--- src/rtl/utcld_pkg.sv ---
package utcld_pkg;

  // offset band in minutes, either side of zero
  localparam int OFFSET_BAND = 840;

  // bias that lifts an in-band offset to a positive value, 15 hours
  localparam logic [12:0] OFFSET_BIAS = 13'd900;

  // reciprocal of 60 scaled by 2^17, exact for values up to 1740
  localparam logic [11:0] RECIP60       = 12'd2185;
  localparam int unsigned RECIP60_SHIFT = 17;

  // hour part of the bias
  localparam logic [5:0] BIAS_HOURS = 6'd15;

  typedef struct packed {
    logic [15:0] in_year;
    logic [3:0]  in_month;
    logic [4:0]  in_day;
    logic [4:0]  in_hour;
    logic [5:0]  in_minute;
  } utcld_in_t;

  typedef struct packed {
    logic [15:0] out_year;
    logic [3:0]  out_month;
    logic [4:0]  out_day;
    logic [4:0]  out_hour;
    logic [5:0]  out_minute;
    logic        offset_rejected;
  } utcld_out_t;

  // offset held as whole hours plus 0..59 minutes
  typedef struct packed {
    logic              rej;
    logic signed [4:0] off_h;
    logic [5:0]        off_m;
  } utcld_cfg_t;

endpackage

--- src/rtl/utc_to_local_date_time.sv ---
// pipeline: input register then result register; out_valid rises when an item loads into the
// result register, which a stall on the result channel can delay
// throughput: one conversion per cycle while out_stall is low, set by the single pass through the conversion logic
// reset: synchronous active-low rst_n empties both stages and sets the offset to 0 minutes
// configuration is taken at the edge where cfg_valid is high, cfg_ready is always high
module utc_to_local_date_time (
  input  logic                  clk,
  input  logic                  rst_n,
  // input channel
  input  logic                  in_valid,
  output logic                  in_stall,
  input  utcld_pkg::utcld_in_t  in_data,
  // result channel
  output logic                  out_valid,
  input  logic                  out_stall,
  output utcld_pkg::utcld_out_t out_data,
  // offset register write
  input  logic                  cfg_valid,
  output logic                  cfg_ready,
  input  logic signed [11:0]    cfg_data
);

  utcld_pkg::utcld_cfg_t cfg;

  // stage one: input register
  logic                  in_valid_r;
  utcld_pkg::utcld_in_t  in_data_r;

  // stage two: result register
  logic                  out_valid_r;
  utcld_pkg::utcld_out_t out_data_r;
  utcld_pkg::utcld_out_t out_data_nxt;

  logic out_adv;
  logic in_adv;

  assign cfg_ready = 1'b1;

  // offset register, kept as hours and minutes
  utcld_cfg u_cfg (
    .clk       (clk),
    .rst_n     (rst_n),
    .cfg_valid (cfg_valid),
    .cfg_data  (cfg_data),
    .cfg_o     (cfg)
  );

  // date-time arithmetic between the two registers
  utcld_conv u_conv (
    .in_i  (in_data_r),
    .cfg_i (cfg),
    .out_o (out_data_nxt)
  );

  // a stage moves on when the stage after it is empty or its transfer happens now
  assign out_adv  = !out_valid_r || !out_stall;
  assign in_adv   = !in_valid_r || out_adv;
  assign in_stall = !in_adv;

  always_ff @(posedge clk) begin
    if (!rst_n) begin
      in_valid_r  <= 1'b0;
      out_valid_r <= 1'b0;
    end else begin
      if (in_adv) begin
        in_valid_r <= in_valid;
      end
      if (out_adv) begin
        out_valid_r <= in_valid_r;
      end
    end
  end

  // payload registers load only with a fresh item
  always_ff @(posedge clk) begin
    if (in_adv && in_valid) begin
      in_data_r <= in_data;
    end
    if (out_adv && in_valid_r) begin
      out_data_r <= out_data_nxt;
    end
  end

  assign out_valid = out_valid_r;
  assign out_data  = out_data_r;

endmodule

--- src/rtl/utcld_cfg.sv ---
module utcld_cfg (
  input  logic                  clk,
  input  logic                  rst_n,
  input  logic                  cfg_valid,
  input  logic signed [11:0]    cfg_data,
  output utcld_pkg::utcld_cfg_t cfg_o
);

  utcld_pkg::utcld_cfg_t cfg_r;
  utcld_pkg::utcld_cfg_t cfg_nxt;

  logic [12:0] biased;
  logic [10:0] x;
  logic [22:0] prod;
  logic [4:0]  q;
  logic [10:0] q60;
  logic [10:0] rem;

  // split offset + 900 into hours and minutes via reciprocal multiply
  always_comb begin
    biased = {cfg_data[11], cfg_data} + utcld_pkg::OFFSET_BIAS;
    x      = biased[10:0];
    prod   = 23'(x) * 23'(utcld_pkg::RECIP60);
    q      = prod[utcld_pkg::RECIP60_SHIFT +: 5];
    q60    = 11'({q, 6'b000000}) - 11'({q, 2'b00});
    rem    = x - q60;

    cfg_nxt.rej   = (cfg_data < -utcld_pkg::OFFSET_BAND) ||
                    (cfg_data > utcld_pkg::OFFSET_BAND);
    cfg_nxt.off_h = 5'(6'(q) - utcld_pkg::BIAS_HOURS);
    cfg_nxt.off_m = rem[5:0];
  end

  always_ff @(posedge clk) begin
    if (!rst_n) begin
      cfg_r <= '0;
    end else if (cfg_valid) begin
      cfg_r <= cfg_nxt;
    end
  end

  assign cfg_o = cfg_r;

endmodule

--- src/rtl/utcld_conv.sv ---
module utcld_conv (
  input  utcld_pkg::utcld_in_t  in_i,
  input  utcld_pkg::utcld_cfg_t cfg_i,
  output utcld_pkg::utcld_out_t out_o
);

  localparam logic [13:0] INV25     = 14'd7209;
  localparam logic [13:0] DIV25_MAX = 14'd655;
  localparam logic [3:0]  JANUARY   = 4'd1;
  localparam logic [3:0]  FEBRUARY  = 4'd2;
  localparam logic [3:0]  DECEMBER  = 4'd12;
  localparam logic [6:0]  TWO_HOURS = 7'd120;
  localparam logic [6:0]  ONE_HOUR  = 7'd60;
  localparam logic [5:0]  DAY_HOURS = 6'd24;

  // multiple of 25 test through the inverse of 25 modulo 2^14
  function automatic logic div25(input logic [13:0] v);
    logic [27:0] p;
    p = 28'(v) * 28'(INV25);
    return p[13:0] <= DIV25_MAX;
  endfunction

  function automatic logic [4:0] month_len(input logic [3:0] m, input logic leap);
    logic [4:0] len;
    case (m)
      4'd1, 4'd3, 4'd5, 4'd7, 4'd8, 4'd10, 4'd12: len = 5'd31;
      4'd4, 4'd6, 4'd9, 4'd11:                      len = 5'd30;
      FEBRUARY:                                     len = leap ? 5'd29 : 5'd28;
      default:                                      len = 5'd0;
    endcase
    return len;
  endfunction

  logic              leap;
  logic [6:0]        ms;
  logic [1:0]        carry;
  logic [6:0]        mn;
  logic [6:0]        hs;
  logic              back;
  logic              fwd;
  logic [4:0]        len_cur;
  logic [3:0]        m_prev;
  logic [4:0]        len_prev;
  logic [15:0]       y;
  logic [3:0]        m;
  logic [4:0]        d;
  logic [6:0]        h_adj;

  always_comb begin
    leap = ((in_i.in_year[1:0] == 2'b00) && !div25(in_i.in_year[15:2])) ||
           ((in_i.in_year[3:0] == 4'b0000) && div25({2'b00, in_i.in_year[15:4]}));

    // minute sum carries at most two hours
    ms = 7'(in_i.in_minute) + 7'(cfg_i.off_m);
    if (ms >= TWO_HOURS) begin
      carry = 2'd2;
      mn    = ms - TWO_HOURS;
    end else if (ms >= ONE_HOUR) begin
      carry = 2'd1;
      mn    = ms - ONE_HOUR;
    end else begin
      carry = 2'd0;
      mn    = ms;
    end

    hs   = 7'(in_i.in_hour) + {{2{cfg_i.off_h[4]}}, cfg_i.off_h} + 7'(carry);
    back = hs[6];
    fwd  = !hs[6] && (hs[5:0] >= DAY_HOURS);

    len_cur  = month_len(in_i.in_month, leap);
    m_prev   = (in_i.in_month > JANUARY) ? in_i.in_month - 4'd1 : DECEMBER;
    len_prev = month_len(m_prev, leap);

    y     = in_i.in_year;
    m     = in_i.in_month;
    d     = in_i.in_day;
    h_adj = hs;

    if (back) begin
      h_adj = hs + 7'(DAY_HOURS);
      if (in_i.in_day > 5'd1) begin
        d = in_i.in_day - 5'd1;
      end else begin
        m = m_prev;
        if (in_i.in_month <= JANUARY) begin
          y = in_i.in_year - 16'd1;
        end
        d = (len_prev != 5'd0) ? len_prev : 5'd1;
      end
    end else if (fwd) begin
      h_adj = hs - 7'(DAY_HOURS);
      if ((len_cur != 5'd0) && (in_i.in_day < len_cur)) begin
        d = in_i.in_day + 5'd1;
      end else begin
        d = 5'd1;
        if (in_i.in_month < DECEMBER) begin
          m = in_i.in_month + 4'd1;
        end else begin
          m = JANUARY;
          y = in_i.in_year + 16'd1;
        end
      end
    end

    if (cfg_i.rej) begin
      out_o.out_year        = in_i.in_year;
      out_o.out_month       = in_i.in_month;
      out_o.out_day         = in_i.in_day;
      out_o.out_hour        = in_i.in_hour;
      out_o.out_minute      = in_i.in_minute;
      out_o.offset_rejected = 1'b1;
    end else begin
      out_o.out_year        = y;
      out_o.out_month       = m;
      out_o.out_day         = d;
      out_o.out_hour        = h_adj[4:0];
      out_o.out_minute      = mn[5:0];
      out_o.offset_rejected = 1'b0;
    end
  end

endmodule

--- config.mk ---
export PLATFORM = sky130hd
export DESIGN_NAME = utc_to_local_date_time
export DESIGN_NICKNAME = d
export VERILOG_FILES = /design/src/rtl/utcld_pkg.sv /design/src/rtl/utc_to_local_date_time.sv /design/src/rtl/utcld_cfg.sv /design/src/rtl/utcld_conv.sv
export SDC_FILE = /design/constraint.sdc
export NUM_CORES = 1
export LEC_CHECK = 0
export ABC_CLOCK_PERIOD_IN_PS = 9000
export BUFFER_PORTS_ARGS = -buffer_cell sky130_fd_sc_hd__buf_2
export CELL_PAD_IN_SITES_DETAIL_PLACEMENT = 2
export CELL_PAD_IN_SITES_GLOBAL_PLACEMENT = 2
export CORE_ASPECT_RATIO = 0.8
export CORE_UTILIZATION = 42
export CTS_CLUSTER_DIAMETER = 120
export DETAILED_ROUTE_END_ITERATION = 7
export MAX_ROUTING_LAYER = met4
export PLACE_DENSITY_LB_ADDON = 0.25
export SLEW_MARGIN = 20
export SYNTH_ARGS = -nofsm -noshare
export SYNTH_HDL_FRONTEND = slang
export SYNTH_SLANG_ARGS = --single-unit
--- constraint.sdc ---
create_clock -name clk -period 9 [get_ports clk]
set_input_delay 1.8 -clock clk [delete_from_list [all_inputs] [get_ports clk]]
set_output_delay 1.8 -clock clk [all_outputs]
set_load 0.01 [all_outputs]
---- Yosys cells after proc, flatten, opt, wreduce, memory -nomap -nowiden ----
Index checks and enable logic that the tools add are counted.
word-level totals
  logic and storage cells ................. 123
  register bits ........................... 87
  bits of input ports ..................... 53
  output and inout port bits .............. 40
cells by class
  equal/unequal tests ..................... 24
  add/subtract/negate cells ............... 17
  $lt $le $gt $ge ......................... 12
  $mul .................................... 3
  muxes and demuxes ....................... 27
  reductions and logical operators ........ 24
operator list
  operator                  count
  $mux W16                  6
  $eq A4 B4 Y1 const B      10
  $mux W37                  1
  $mux W5                   7
  $eq A4 B3 Y1 const B      8
  $pmux W5 S3               2
  $le A14 B10 Y1 const B    2
  $mux W4                   6
  $mul A11 B12 Y22 const B  1
  $add A16 B1 Y16 const B   1
  $eq A4 B2 Y1 const B      4
  $sub A16 B1 Y16 const B   1
  $mul A12 B13 Y14 const B  1
  $mul A14 B13 Y14 const B  1
  $reduce_or A7 Y1          2
  $gt A12 B11 Y1 const B    1
  $lt A12 B11 Y1 const B    1
  $mux W6                   2
  $sub A6 B6 Y6 const B     2
  $add A11 B11 Y11 const B  1
  $reduce_bool A5 Y1        2
  $eq A4 B1 Y1 const B      2
  $reduce_or A4 Y1          2
  $add A6 B5 Y7             1
  26 further kinds          40

---- Longest topological paths before layout ----
  depth after elaboration ................. 13
  depth in mapped cells ................... 28
  gate-level depth less buffers ........... 25

---- Modules after synthesis ----
A second synthesis with hierarchy kept.
unflattened totals
  cell total of the unflattened synthesis .. 887
  area, all modules ....................... 8723.4 sq um
by module, submodules not included
  module                  times used  area an instance (sq um)  cells an instance
  utcld_conv              1           4478.0                    583
  utc_to_local_date_time  1           2287.2                    83
  utcld_cfg               1           1958.1                    221

---- Least setup slack after synthesis ----
Ideal clock, no wire load.
  path type ............................... input-to-reg
  start point ............................. in cfg_data[5]
  end point ............................... reg u_cfg.cfg_r (netlist bit u_cfg.cfg_o[5])
  slack ................................... 2.377 ns
  setup time .............................. 0.086 ns
  cell stages on the path ................. 25
  required time ........................... 8.914 ns
  arrival time ............................ 6.538 ns
  cell sequence ........................... clkbuf_1 > nand3_1 > o21a_1 > nand2_1 > xor2_1 > ha_1 > inv_1 > fa_1 > inv_1 > fa_1 > ha_1 > ha_1 > nand3_1 > or2_2 > a21oi_1 > a21oi_1 > o21bai_1 > a21o_1 > xor2_1 > ha_1 > a21oi_1 > xnor2_1 > xnor2_1 > xnor2_1 > a211oi_1
on the way
  longest elaborated chain between the ends .. 4
ends and longest elaborated chain
  item                  RTL line                      RTL
  start, declared       utc_to_local_date_time.sv:20  input logic signed [11:0] cfg_data
  $add A11 B11 Y11 *    utcld_cfg.sv:21               biased = {cfg_data[11], cfg_data} + utcld_pkg::OFFSET_BIAS;
  $mul A11 B12 Y22      utcld_cfg.sv:23               prod = 23'(x) * 23'(utcld_pkg::RECIP60);
  $sub A1 B6 Y6         utcld_cfg.sv:25               q60 = 11'({q, 6'b000000}) - 11'({q, 2'b00});
  $sub A6 B6 Y6 *       utcld_cfg.sv:26               rem = x - q60;
  end signal, assigned  utcld_cfg.sv:38               cfg_r <= cfg_nxt;
  end, declared         utcld_cfg.sv:9                utcld_pkg::utcld_cfg_t cfg_r;
Mark *: on every way between the ends. The rest lies on a longest branch, timed or not.
A chain may end at the register's enable or synchronous reset.

---- Worst setup path in the final report ----
  start point ............................. in cfg_data[2]
  end point ............................... reg u_cfg.cfg_r (netlist bit u_cfg.cfg_o[5])
The elaborated chain is that of the path after synthesis.

==> impl_metrics.toml <==
[setup_path]
crit_arrival_ns = 7.28
max_stage_delay_ns = 0.47
crit_type = "in -> reg"
path_common_cell = "ha_1"
critPathMaxFanout = 6
required_ns = 9.28
critPathSlowestCell = "fa_1"
end_kind = "flop"
cp-start-kind = "primary input"

[detailed_routing]
wl_per_cell_um = 22.3
drc = 0
viasPerCell = 5.73
vias = 7088
drt_wl_total_mm = 27.6
dr.pass1.iters = 4
antenna_left = 0
drt_iter0_markers = 321

[final_layout]
postLayoutCoreUtil = 0.483
drive_gt1_frac = 0.137
n_fill_cell = 2157
final_nets = 1208
finalNonFillerCells = 1236
num_antenna_cells = 0
multi_input_area_um2 = 5610
seqCellArea_um2 = 2470
area_growth_pct = 11.8

[sta]
setup_violations = 0
finalWorstPathRequiredPeriod_ns = 7.00
setup-tns-final_ns = 0
slew_headroom = 0.403
rsz0062_at_grt = "no"
tightest_slew_ns = 0.887
maxSlewViolCount = 0
final_hold_viol_count = 0
fin_ws_ns = 2.00
max_freq_mhz = 143
fin_skew_ns = 0.0149
post-route-period-util = 0.777

[global_routing]
antenna_found_initial = 0
grt_pass1_vias = 7923
grt.total_usage = 0.285
grt_max_degree = 41
grt_pass1_wl_mm = 44.2
globalRouteOverflowTotal = 0

[synth]
synth_edf_count = 73
synthesis.area_um2 = 8640
synth_cell_types = 79
synth-main-ff-cell = "edfxtp_1"
synth-async-reset-ratio = 0
ys_seq_area_frac = 0.286
ys_warn_count = 0
synthCells = 890
syn_avg_cell_area_um2 = 9.71
synth-seq-cells = 87
syn-num-nets = 1131

[placement]
io_buffers = 91
pre_cts_slack_ns = 1.56
place_inst = 1220
gp_congestion = 0.818
dp_hpwl_mm = 21.4

[clock_tree]
ctsHoldBuffers = 0
cts_buffers = 9
ctsRootBufferMaster = "clkbuf_16"
cts.path.max_buffers = 2
clock_latency_ns = 0.36
post_cts_buffers = 0
cts_sinks = 87
cts_tree = "yes"
htree_num_levels = 3
cts.clk_slew.worst_paths_ns = 0.08
cts_resized = 0

[power]
power.density_nw_per_um2 = 210
ir_worst_vdd_v = 0.0000968
p_leak_nw = 4.41

[die]
fp.dieH_um = 130
core_area_um2 = 20000
die_area_um2 = 21100
fp.dieW_um = 162
io_pins = 93
num_rows = 46
start_util = 0.433

[run_status]
outcome = "finished, final reports clean"

[hold_path]
hold_class = "reg -> reg"

[run]
max-cap-violations = 0
==> cell type report <==
| class | count | share of cell area |
|---|---|---|
| clock buffer | 9 | 0.0233 |
| clock inverter | 7 | 0.00752 |
| inverter | 119 | 0.0463 |
| multi-input combinational | 654 | 0.581 |
| sequential | 87 | 0.256 |
| tap | 264 | 0.0342 |
| timing repair buffer | 96 | 0.0511 |
==> layout by cell type, fill, tap and decap left out, drive strengths merged, types with 6 or more instances in the layout <==
master / n
xor2: 13
a211oi: 10
and3: 13
nand2: 51
edfxtp: 73
ha: 153
xnor2: 50
nor2b: 6
clkbuf: 9
a21oi: 44
buf: 96
nand4: 7
nor4: 9
fa: 35
a21o: 8
or3: 8
o21a: 7
nor2: 52
mux2i: 6
inv: 123
a31oi: 11
dfxtp: 14
nor3: 22
o21ai: 40
nand3: 21
==> cells by family (layout without fill, tap and decap cells) <==
group	after synthesis	in the layout	synth area share
AOI/OAI and AO/OA	174	174	0.133
xor gates and xnor gates	65	65	0.0700
adders and majority gates	189	189	0.304
buffers and inverters	149	231	0.0678
DFF	87	87	0.286
muxes	10	10	0.0126
other	1	1	0.000434
and+or+nand+nor	215	215	0.126
==> path summary, 6_finish.rpt <==
kind         slack (ns)  depth (start not counted)             end    startpoint
max reg2reg        2.46                         23    out_data[16]  in_data_r[0]
min reg2reg        0.51                          2       out_valid    in_valid_r
max                2.00                         25  u_cfg.cfg_o[5]   cfg_data[2]
min                0.51                          2       out_valid    in_valid_r
==> synthesized netlist by cell type (4+ instances only) <==
master,instances,area share
nand4_1,7,0.0051
a211oi_1,10,0.0087
fa_1,35,0.081
and3_1,13,0.0094
o221ai_1,5,0.0051
clkbuf_1,21,0.0091
ha_1,153,0.22
xnor2_1,49,0.050
or3_1,8,0.0058
xor2_1,13,0.013
nor2_1,51,0.022
a21oi_1,44,0.025
o21a_1,7,0.0061
nor2b_1,6,0.0043
inv_1,119,0.052
nand3_1,21,0.012
or2_2,4,0.0029
o21ai_1,16,0.0093
edfxtp_1,73,0.25
dfxtp_1,14,0.032
o21ai_0,24,0.014
mux2i_1,6,0.0070
a21o_1,8,0.0070
a31oi_1,11,0.0080
nand2_1,51,0.022
nor3_1,21,0.012
nor4_1,7,0.0051
==> routing by layer <==
layer,vias up,GRT usage,wire (µm)
met5,-,-,0
met4,0,0.0838,608
met3,39,0.0394,967
met2,174,0.509,14200
met1,3566,0.334,11800
li1,3309,-,-
==> critical path, delay by kind of cell <==
kind,cells,cell delay (ns)
buf+inv,3,0.26
compound gates,8,1.95
xor+xnor,5,0.98
fa+ha+maj,7,2.09
simple gates,2,0.21
==> registers in the layout, summed over array words and instances (netlist names) <==
register / flops
in_data_r: 36
in_valid_r: 1
out_data: 37
out_valid: 1
u_cfg.cfg_o: 12
==> power by group <==
group | internal, mW | leakage (nW) | switching (mW)
Clock | 0.197 | 0.143 | 0.197
Sequential | 0.499 | 0.815 | 0.0429
Combinational | 0.451 | 3.45 | 0.639
Total | 1.15 | 4.41 | 0.879
==> stage by stage <==
stage	hold slack [ns]	power (mW)	instance area [µm²]
2_1_floorplan	0.437	1.30	8640
3_3_place_gp	0.486	1.54	9360
3_5_place_dp	0.503	1.63	9360
4_1_cts	0.522	2.04	9660
5_1_grt	0.544	2.18	9660
6_report	0.511	2.03	9660
No activity file was read; power rests on OpenSTA's default activity.
